### src/rtl/lir_pkg.sv
// Shared constants and control types for the linear interpolation resampler.
// No dependencies; every other file refers to it by scoped names.
package lir_pkg;

	localparam int STEP_BITS = 20;
	localparam logic [STEP_BITS-1:0] STEP_RESET = 20'd65536;
	localparam int MAX_OUTS = 64;
	localparam int CNT_BITS = $clog2(MAX_OUTS + 1);
	localparam int PEND_BITS = 5;
	localparam logic [PEND_BITS-1:0] PEND_MAX = 5'd31;

	typedef struct packed {
		logic prime;
		logic skip;
		logic start;
		logic step;
		logic emit;
		logic retire;
	} lir_cmd_t;

	typedef struct packed {
		logic have_prev;
		logic pend_zero;
		logic last_out;
	} lir_stat_t;

endpackage

### src/rtl/lir_if.sv
// Channel interfaces of the resampler: input samples, output samples and
// the step configuration write. Depends on lir_pkg for the step width.
interface lir_in_if #(parameter int SAMPLE_BITS = 16);
	logic                          valid;
	logic                          ready;
	logic signed [SAMPLE_BITS-1:0] sample_in;
	modport source (output valid, output sample_in, input ready);
	modport sink (input valid, input sample_in, output ready);
endinterface

interface lir_out_if #(parameter int SAMPLE_BITS = 16);
	logic                          valid;
	logic                          ready;
	logic signed [SAMPLE_BITS-1:0] sample_out;
	logic                          last;
	modport source (output valid, output sample_out, output last, input ready);
	modport sink (input valid, input sample_out, input last, output ready);
endinterface

interface lir_cfg_if;
	logic                            valid;
	logic                            ready;
	logic [lir_pkg::STEP_BITS-1:0]   phase_step;
	modport source (output valid, output phase_step, input ready);
	modport sink (input valid, input phase_step, output ready);
endinterface

### src/rtl/lir_datapath.sv
// Datapath of the resampler: sample store, phase accumulator, multiplier
// and output register. Depends on lir_pkg; driven by lir_ctrl commands.
module lir_datapath #(
	parameter int SAMPLE_BITS = 16,
	parameter int FRAC_BITS = 16
) (
	input  logic                            clk,
	input  logic                            arst_n,
	input  lir_pkg::lir_cmd_t               cmd,
	output lir_pkg::lir_stat_t              stat,
	input  logic signed [SAMPLE_BITS-1:0]   sample_in,
	input  logic                            step_we,
	input  logic [lir_pkg::STEP_BITS-1:0]   step_data,
	output logic signed [SAMPLE_BITS-1:0]   sample_out,
	output logic                            last
);
	localparam int PW = SAMPLE_BITS + FRAC_BITS + 2;
	localparam int SUM_BITS = lir_pkg::STEP_BITS + 1;
	localparam int CARRY_BITS = SUM_BITS - FRAC_BITS;
	localparam int QW = PW - FRAC_BITS;

	logic signed [SAMPLE_BITS-1:0]       cur_q;
	logic signed [SAMPLE_BITS-1:0]       prev_q;
	logic                                have_prev_q;
	logic [FRAC_BITS-1:0]                phase_q;
	logic [lir_pkg::PEND_BITS-1:0]       pend_q;
	logic [lir_pkg::CNT_BITS-1:0]        cnt_q;
	logic [lir_pkg::STEP_BITS-1:0]       step_q;
	logic signed [PW-1:0]                prod_s1;
	logic signed [SAMPLE_BITS-1:0]       out_sample_q;
	logic                                out_last_q;

	logic signed [SAMPLE_BITS:0]         diff;
	logic signed [FRAC_BITS:0]           frac_s;
	logic [SUM_BITS-1:0]                 sum;
	logic [CARRY_BITS-1:0]               carry;
	logic [lir_pkg::PEND_BITS-1:0]       carry_sat;
	logic signed [PW-1:0]                prev_sh;
	logic signed [PW-1:0]                num;
	logic [QW-1:0]                       quo;
	logic                                rnd;
	logic [QW-1:0]                       quo_adj;

	assign diff = {cur_q[SAMPLE_BITS-1], cur_q} - {prev_q[SAMPLE_BITS-1], prev_q};
	assign frac_s = {1'b0, phase_q};
	assign sum = SUM_BITS'(phase_q) + SUM_BITS'(step_q);
	assign carry = sum[SUM_BITS-1:FRAC_BITS];
	assign carry_sat = (carry > CARRY_BITS'(lir_pkg::PEND_MAX)) ? lir_pkg::PEND_MAX :
		carry[lir_pkg::PEND_BITS-1:0];

	// Truncation toward zero of the fixed-point interpolation.
	assign prev_sh = {{2{prev_q[SAMPLE_BITS-1]}}, prev_q, {FRAC_BITS{1'b0}}};
	assign num = prev_sh + prod_s1;
	assign quo = num[PW-1:FRAC_BITS];
	assign rnd = num[PW-1] && (|num[FRAC_BITS-1:0]);
	assign quo_adj = quo + QW'(rnd);

	assign stat.have_prev = have_prev_q;
	assign stat.pend_zero = (pend_q == '0);
	assign stat.last_out = (pend_q != '0) ||
		(cnt_q == lir_pkg::CNT_BITS'(lir_pkg::MAX_OUTS));

	assign sample_out = out_sample_q;
	assign last = out_last_q;

	always_ff @(posedge clk or negedge arst_n) begin
		if (!arst_n) begin
			have_prev_q <= 1'b0;
			phase_q <= '0;
			pend_q <= '0;
			cnt_q <= '0;
			step_q <= lir_pkg::STEP_RESET;
		end else begin
			if (step_we) begin
				step_q <= step_data;
			end
			if (cmd.prime) begin
				have_prev_q <= 1'b1;
			end
			if (cmd.skip) begin
				pend_q <= pend_q - 1'b1;
			end
			if (cmd.start) begin
				cnt_q <= '0;
			end
			if (cmd.step) begin
				phase_q <= sum[FRAC_BITS-1:0];
				pend_q <= carry_sat;
				cnt_q <= cnt_q + 1'b1;
			end
			if (cmd.retire && (pend_q != '0)) begin
				pend_q <= pend_q - 1'b1;
			end
		end
	end

	always_ff @(posedge clk) begin
		if (cmd.prime || cmd.skip) begin
			prev_q <= sample_in;
		end
		if (cmd.start) begin
			cur_q <= sample_in;
		end
		if (cmd.step) begin
			prod_s1 <= diff * frac_s;
		end
		if (cmd.emit) begin
			out_sample_q <= quo_adj[SAMPLE_BITS-1:0];
			out_last_q <= stat.last_out;
		end
		if (cmd.retire) begin
			prev_q <= cur_q;
		end
	end

endmodule

### src/rtl/lir_ctrl.sv
// Controller of the resampler: sequences one multiply and one output per
// result and owns both handshakes. Depends on lir_pkg.
module lir_ctrl (
	input  logic               clk,
	input  logic               arst_n,
	input  logic               in_valid,
	output logic               in_ready,
	output logic               out_valid,
	input  logic               out_ready,
	input  lir_pkg::lir_stat_t stat,
	output lir_pkg::lir_cmd_t  cmd
);
	typedef enum logic [2:0] {
		ST_IDLE = 3'b001,
		ST_MUL  = 3'b010,
		ST_OUT  = 3'b100
	} lir_state_t;

	lir_state_t state_q;
	lir_state_t state_d;
	logic       out_valid_q;
	logic       accept;
	logic       slot_free;

	assign in_ready = (state_q == ST_IDLE);
	assign accept = in_valid && in_ready;
	assign slot_free = !out_valid_q || out_ready;
	assign out_valid = out_valid_q;

	always_comb begin
		cmd = '0;
		state_d = state_q;
		unique case (state_q)
			ST_IDLE: begin
				if (accept) begin
					priority if (!stat.have_prev) begin
						cmd.prime = 1'b1;
					end else if (!stat.pend_zero) begin
						cmd.skip = 1'b1;
					end else begin
						cmd.start = 1'b1;
						state_d = ST_MUL;
					end
				end
			end
			ST_MUL: begin
				cmd.step = 1'b1;
				state_d = ST_OUT;
			end
			ST_OUT: begin
				if (slot_free) begin
					cmd.emit = 1'b1;
					if (stat.last_out) begin
						cmd.retire = 1'b1;
						state_d = ST_IDLE;
					end else begin
						state_d = ST_MUL;
					end
				end
			end
			default: begin
				state_d = ST_IDLE;
			end
		endcase
	end

	always_ff @(posedge clk or negedge arst_n) begin
		if (!arst_n) begin
			state_q <= ST_IDLE;
			out_valid_q <= 1'b0;
		end else begin
			state_q <= state_d;
			if (cmd.emit) begin
				out_valid_q <= 1'b1;
			end else if (out_ready) begin
				out_valid_q <= 1'b0;
			end
		end
	end

`ifndef SYNTHESIS
	a_mul_to_out: assert property (@(posedge clk) disable iff (!arst_n)
		(state_q == ST_MUL) |=> (state_q == ST_OUT))
		else $error("multiply step not followed by output step");
	a_stall_holds: assert property (@(posedge clk) disable iff (!arst_n)
		(state_q == ST_OUT && out_valid_q && !out_ready) |=> (state_q == ST_OUT))
		else $error("output step left while the receiver stalls");
	a_last_idle: assert property (@(posedge clk) disable iff (!arst_n)
		(cmd.emit && stat.last_out) |=> (state_q == ST_IDLE && out_valid_q))
		else $error("last result not followed by idle with result pending");
`endif

endmodule

### src/rtl/linear_interp_resampler.sv
// Top level of the linear interpolation resampler.
// Depends on lir_pkg, lir_if, lir_ctrl and lir_datapath.
//
// Usage: smp_in carries one signed source sample per transaction, smp_out
// one interpolated sample per transaction with last marking the final
// result caused by that source sample, and cfg writes the 4.16 phase step.
// The first sample after reset only primes the store. A sample that arrives
// while an integer advance is pending is stored and gives no result; such a
// transaction and a priming one leave the sequencer in its idle state.
// Otherwise each result passes a multiply step and then an output step
// that loads the output register; smp_in ready stays low until the last
// result's output step. The output register lets the next sample be
// accepted while the last result still waits. When the receiver stalls,
// the sequencer holds its result step and no state advances. Reset marks
// the sample store empty, clears phase and pending advance and sets the
// step to 1.0. Configuration is taken at any cycle and must only be written
// while the block is idle.
module linear_interp_resampler #(
	parameter int SAMPLE_BITS = 16,
	parameter int FRAC_BITS = 16
) (
	input  logic      clk,
	input  logic      arst_n,
	lir_in_if.sink    smp_in,
	lir_out_if.source smp_out,
	lir_cfg_if.sink   cfg
);
	lir_pkg::lir_cmd_t  cmd;
	lir_pkg::lir_stat_t stat;

	assign cfg.ready = 1'b1;

	lir_ctrl u_ctrl (
		.clk       (clk),
		.arst_n    (arst_n),
		.in_valid  (smp_in.valid),
		.in_ready  (smp_in.ready),
		.out_valid (smp_out.valid),
		.out_ready (smp_out.ready),
		.stat      (stat),
		.cmd       (cmd)
	);

	lir_datapath #(
		.SAMPLE_BITS (SAMPLE_BITS),
		.FRAC_BITS   (FRAC_BITS)
	) u_datapath (
		.clk        (clk),
		.arst_n     (arst_n),
		.cmd        (cmd),
		.stat       (stat),
		.sample_in  (smp_in.sample_in),
		.step_we    (cfg.valid),
		.step_data  (cfg.phase_step),
		.sample_out (smp_out.sample_out),
		.last       (smp_out.last)
	);

endmodule

### src/flat_wrapper.sv
// flat-port wrapper written by rule: the top's interface ports become plain ports
module linear_interp_resampler_flat 
#(
	parameter int SAMPLE_BITS = 16,
	parameter int FRAC_BITS = 16
)
  (clk, arst_n, smp_in_valid, smp_in_sample_in, smp_in_ready, smp_out_valid, smp_out_sample_out, smp_out_last, smp_out_ready, cfg_valid, cfg_phase_step, cfg_ready);
  lir_in_if #(.SAMPLE_BITS(SAMPLE_BITS)) smp_in_i ();
  lir_out_if #(.SAMPLE_BITS(SAMPLE_BITS)) smp_out_i ();
  lir_cfg_if cfg_i ();
  input  logic clk;
  input  logic arst_n;
  input wire logic [$bits(smp_in_i.valid)-1:0] smp_in_valid;
  input wire logic [$bits(smp_in_i.sample_in)-1:0] smp_in_sample_in;
  output wire logic [$bits(smp_in_i.ready)-1:0] smp_in_ready;
  output wire logic [$bits(smp_out_i.valid)-1:0] smp_out_valid;
  output wire logic [$bits(smp_out_i.sample_out)-1:0] smp_out_sample_out;
  output wire logic [$bits(smp_out_i.last)-1:0] smp_out_last;
  input wire logic [$bits(smp_out_i.ready)-1:0] smp_out_ready;
  input wire logic [$bits(cfg_i.valid)-1:0] cfg_valid;
  input wire logic [$bits(cfg_i.phase_step)-1:0] cfg_phase_step;
  output wire logic [$bits(cfg_i.ready)-1:0] cfg_ready;
  assign smp_in_i.valid = smp_in_valid;
  assign smp_in_i.sample_in = smp_in_sample_in;
  assign smp_in_ready = smp_in_i.ready;
  assign smp_out_valid = smp_out_i.valid;
  assign smp_out_sample_out = smp_out_i.sample_out;
  assign smp_out_last = smp_out_i.last;
  assign smp_out_i.ready = smp_out_ready;
  assign cfg_i.valid = cfg_valid;
  assign cfg_i.phase_step = cfg_phase_step;
  assign cfg_ready = cfg_i.ready;
  linear_interp_resampler #(.SAMPLE_BITS(SAMPLE_BITS), .FRAC_BITS(FRAC_BITS)) u_core (.clk(clk), .arst_n(arst_n), .smp_in(smp_in_i), .smp_out(smp_out_i), .cfg(cfg_i));
endmodule
### config.mk
export PLATFORM = sky130hd
export DESIGN_NAME = linear_interp_resampler_flat
export DESIGN_NICKNAME = d
export VERILOG_FILES = /design/src/rtl/lir_pkg.sv /design/src/rtl/lir_if.sv /design/src/rtl/lir_datapath.sv /design/src/rtl/lir_ctrl.sv /design/src/rtl/linear_interp_resampler.sv /design/src/flat_wrapper.sv
export SDC_FILE = /design/constraint.sdc
export NUM_CORES = 1
export LEC_CHECK = 0
export BUFFER_PORTS_ARGS = -buffer_cell sky130_fd_sc_hd__buf_2
export CORE_MARGIN = 2
export CORE_UTILIZATION = 49
export DETAILED_ROUTE_END_ITERATION = 16
export GPL_ROUTABILITY_DRIVEN = 0
export HOLD_SLACK_MARGIN = 0.03
export PLACE_DENSITY = 0.66
export SYNTH_ARGS = -nofsm -noshare
export SYNTH_HDL_FRONTEND = slang
export SYNTH_SLANG_ARGS = --single-unit
export TNS_END_PERCENT = 50
### constraint.sdc
create_clock -name clk -period 23.2 [get_ports clk]
set_input_delay 2.32 -clock clk [delete_from_list [all_inputs] [get_ports clk]]
set_output_delay 2.32 -clock clk [all_outputs]
set_load 0.05 [all_outputs]
==> metrics.md <==
| Metric | Value |
|---|---|
| Yosys cell types | `77` |
| Final Instance Count excl. Fillers | `2,388` |
| Mean Syn Cell Area | `9.74 um^2` |
| Hold WC Path Type | `reg2reg` |
| Cell repeated most along the worst path | `fa_1` |
| Final WL | `41.4 mm` |
| Row count | `70` |
| Delay-heaviest family, CP | `adder cells` |
| CTS Sinks | `136` |
| CTS clk-pin slew, worst paths | `70 ps` |
| Routed wire length per instance | `17.3 um` |
| Share of the synthesized area in the top cell type | `0.303` |
| EDFF count, synth | `83` |
| Netlist Area Pre-Place | `0.0182 mm^2` |
| Worst setup margin | `14,680 ps` |
| Largest net degree at the start of global routing | `54` |
| DP Cell Count | `2,357` |
| Syn nets | `2,332` |
| Vias in the first global route | `13,800` |
| Die height | `197 um` |
| Drt first-iter violations | `755` |
| Most frequent cells in the layout | `370 x inv_1, 276 x fa_1, 211 x nand2_1, 142 x ha_1, 130 x and2_1` |
| Ys async rst share | `0.390` |
| Via count | `12,900` |
| Final hold slack | `500 ps` |
| Synth area leader | `fa_1` |
| Dpl hpwl | `31.7 mm` |
| Post_cts resized | `0` |
| Initial core utilization | `0.498` |
| CTS tree | `built` |
| Core area | `0.0366 mm^2` |
| First-pass GRT wire length | `69.5 mm` |
| Die width | `197 um` |
| CTS root buf | `clkbuf_16` |
| # setup viols final | `0` |
| Slew Viols, Final | `0` |
| Period minus WS final | `8520 ps` |
| Critical path class | `reg2reg` |
| Htree depth | `4` |
| N_diodes | `0` |
| DRC viols | `0` |
| Grt ovf | `0` |
| Max IR drop VDD | `58.2 uV` |
| Fmax | `117 MHz` |
| Status | `finished clean` |
| Count of hold-fix buffers inserted at cts | `0` |
| Crit-path max FO | `24` |
| Clock skew | `13.8 ps` |
| Setup Total Neg Slack | `0 ps` |
| Sequential cell area fraction in the yosys report | `0.209` |
| Gr usage total | `0.231` |
| Required time worst endpoint | `23,480 ps` |
| Slew @ Worst Pin | `1140 ps` |
| RR Startpoint | `u_core.u_datapath.cur_q[0]` |
| Yosys reg bits | `136` |
| Layout cells sized above 1 | `0.0990` |
| Port Buffers | `59` |
| WP buf/inv | `4` |
| Worst skew pair latency | `460 ps` |
| Static Leakage | `9.40 nW` |
| Primary FF master, synth | `edfxtp_1` |
| Critical Path Start Type | `flip-flop` |
| Antenna Violating Nets Remaining | `0` |
| Initial antenna violation count | `0` |
| Synth Instances | `1,873` |
| Pre-CTS setup slack | `14,740 ps` |
| Worst min-delay path startpoint | `u_core.u_datapath.pend_q[4]` |
| Fill cells | `3,347` |
| Detailed Routing Iterations Pass 1 | `5` |
| Nets@finish | `2,367` |
| Start point of the critical path | `u_core.u_datapath.cur_q[0]` |
| Max stage delay cell, worst path | `fa_1` |
| Rel. slew slack | `0.237` |
| Endpoint class of the critical path | `flip-flop` |
| Max-cap violations | `0` |
| PD cells | `42.7 mW/mm^2` |
| Die area | `0.0388 mm^2` |
| Worst Path Arrival | `8810 ps` |
| Final period utilization | `0.367` |
| Final Hold Viols | `0` |
| Largest cells by area after synthesis | `fa_1 30%, edfxtp_1 14%, ha_1 9.7%` |
| Yosys Warn Count | `0` |
| Post-CTS setup buffer count | `0` |
| Crit path largest cell delay | `770 ps` |
| IO Count | `61` |
| Via/cell ratio | `5.40` |
| Final core occ | `0.536` |
| RSZ-0062 raised after global routing | `false` |
| Clock Tree Buf Depth | `2` |
| Most common cell after layout, fill and taps aside | `inv_1` |
| Area added between synthesis and finish | `7.52%` |
| Total CTS buffers | `17` |
[sequential cells by signal, summed over array words and instances (netlist names)]
signal,flops
u_core.u_datapath.prev_q,16
u_core.u_datapath.prod_s1,34
u_core.u_datapath.phase_q,16
u_core.u_ctrl.state_q,3
u_core.u_datapath.cur_q,16
u_core.u_datapath.last,1
u_core.u_datapath.sample_out,16
u_core.u_datapath.pend_q,5
u_core.u_datapath.step_q,20
u_core.u_ctrl.out_valid,1
u_core.u_datapath.cnt_q,7
u_core.u_datapath.have_prev_q,1
[tightest hold or removal path, cell delays in order (launching register included)]
cell	delay [ps]
dfrtp_1	340
nand3_1	70
o31ai_1	60
[cells in the mapped netlist (13+ instances only)]
library cell,n
clkbuf_1,45
fa_1,276
a21o_1,26
nand2_1,211
nor2_1,52
ha_1,142
mux2_2,36
xnor2_1,71
nor2b_1,17
and2_1,130
xor2_1,28
edfxtp_1,83
o21ai_0,43
inv_1,371
nor3_1,27
dfrtp_1,51
o21a_1,13
nand3_1,20
a21oi_1,56
[per-stage QoR]
step,area [um^2],power [W]
after floorplan,18200,0.000487
after global placement,19100,0.000567
after detailed placement,19100,0.000575
after CTS,19600,0.000845
after global routing,19600,0.000886
final,19600,0.000838
[layer usage]
layer  global-route usage  wire (um)  vias to the layer above
li1                     -          -                     6006
met1                0.291      17800                     6526
met2                0.406      20900                      293
met3               0.0380       1750                       63
met4               0.0738        992                        0
met5                    0          0                        -
[power breakdown]
| part | leakage, nW | switching, W | internal (W) | total [W] |
|---|---|---|---|---|
| clock network | 0.270 | 0.000110 | 0.000157 | 0.000267 |
| logic | 7.78 | 0.000171 | 0.0000971 | 0.000268 |
| registers | 1.35 | 0.0000202 | 0.000282 | 0.000302 |
| total | 9.40 | 0.000302 | 0.000536 | 0.000838 |
[kinds of logic after synthesis]
group / synth area share
AOI/OAI and AO/OA: 0.0849
xor gates and xnor gates: 0.0475
adders and majority gates: 0.401
buffers and inverters: 0.0897
DFF: 0.209
muxes: 0.0228
other: 0.000206
and+or+nand+nor: 0.144
[layout make-up]
type	count	area [um^2]	area share
multi-input combinational	1307	12800	0.654
sequential	136	3820	0.195
inverter	371	1390	0.0710
tap	468	586	0.0299
clock buffer	20	437	0.0223
timing repair buffer	75	415	0.0212
clock inverter	11	125	0.00638
[path summary, 6_finish.rpt]
| kind | to | slack (ps) | cells after the start |
|---|---|---|---|
| max | u_core.u_datapath.prod_s1[31] | 14680 | 28 |
| min | u_core.u_datapath.pend_q[4] | 500 | 2 |
| max reg2reg | u_core.u_datapath.prod_s1[31] | 14680 | 28 |
| min reg2reg | u_core.u_datapath.pend_q[4] | 500 | 2 |
| max in group asynchronous | u_core.u_datapath.step_q[6] | 20760 | 2 |
| min in group asynchronous | u_core.u_ctrl.state_q[1] | 1970 | 2 |
No activity file was read; power rests on OpenSTA's default activity.
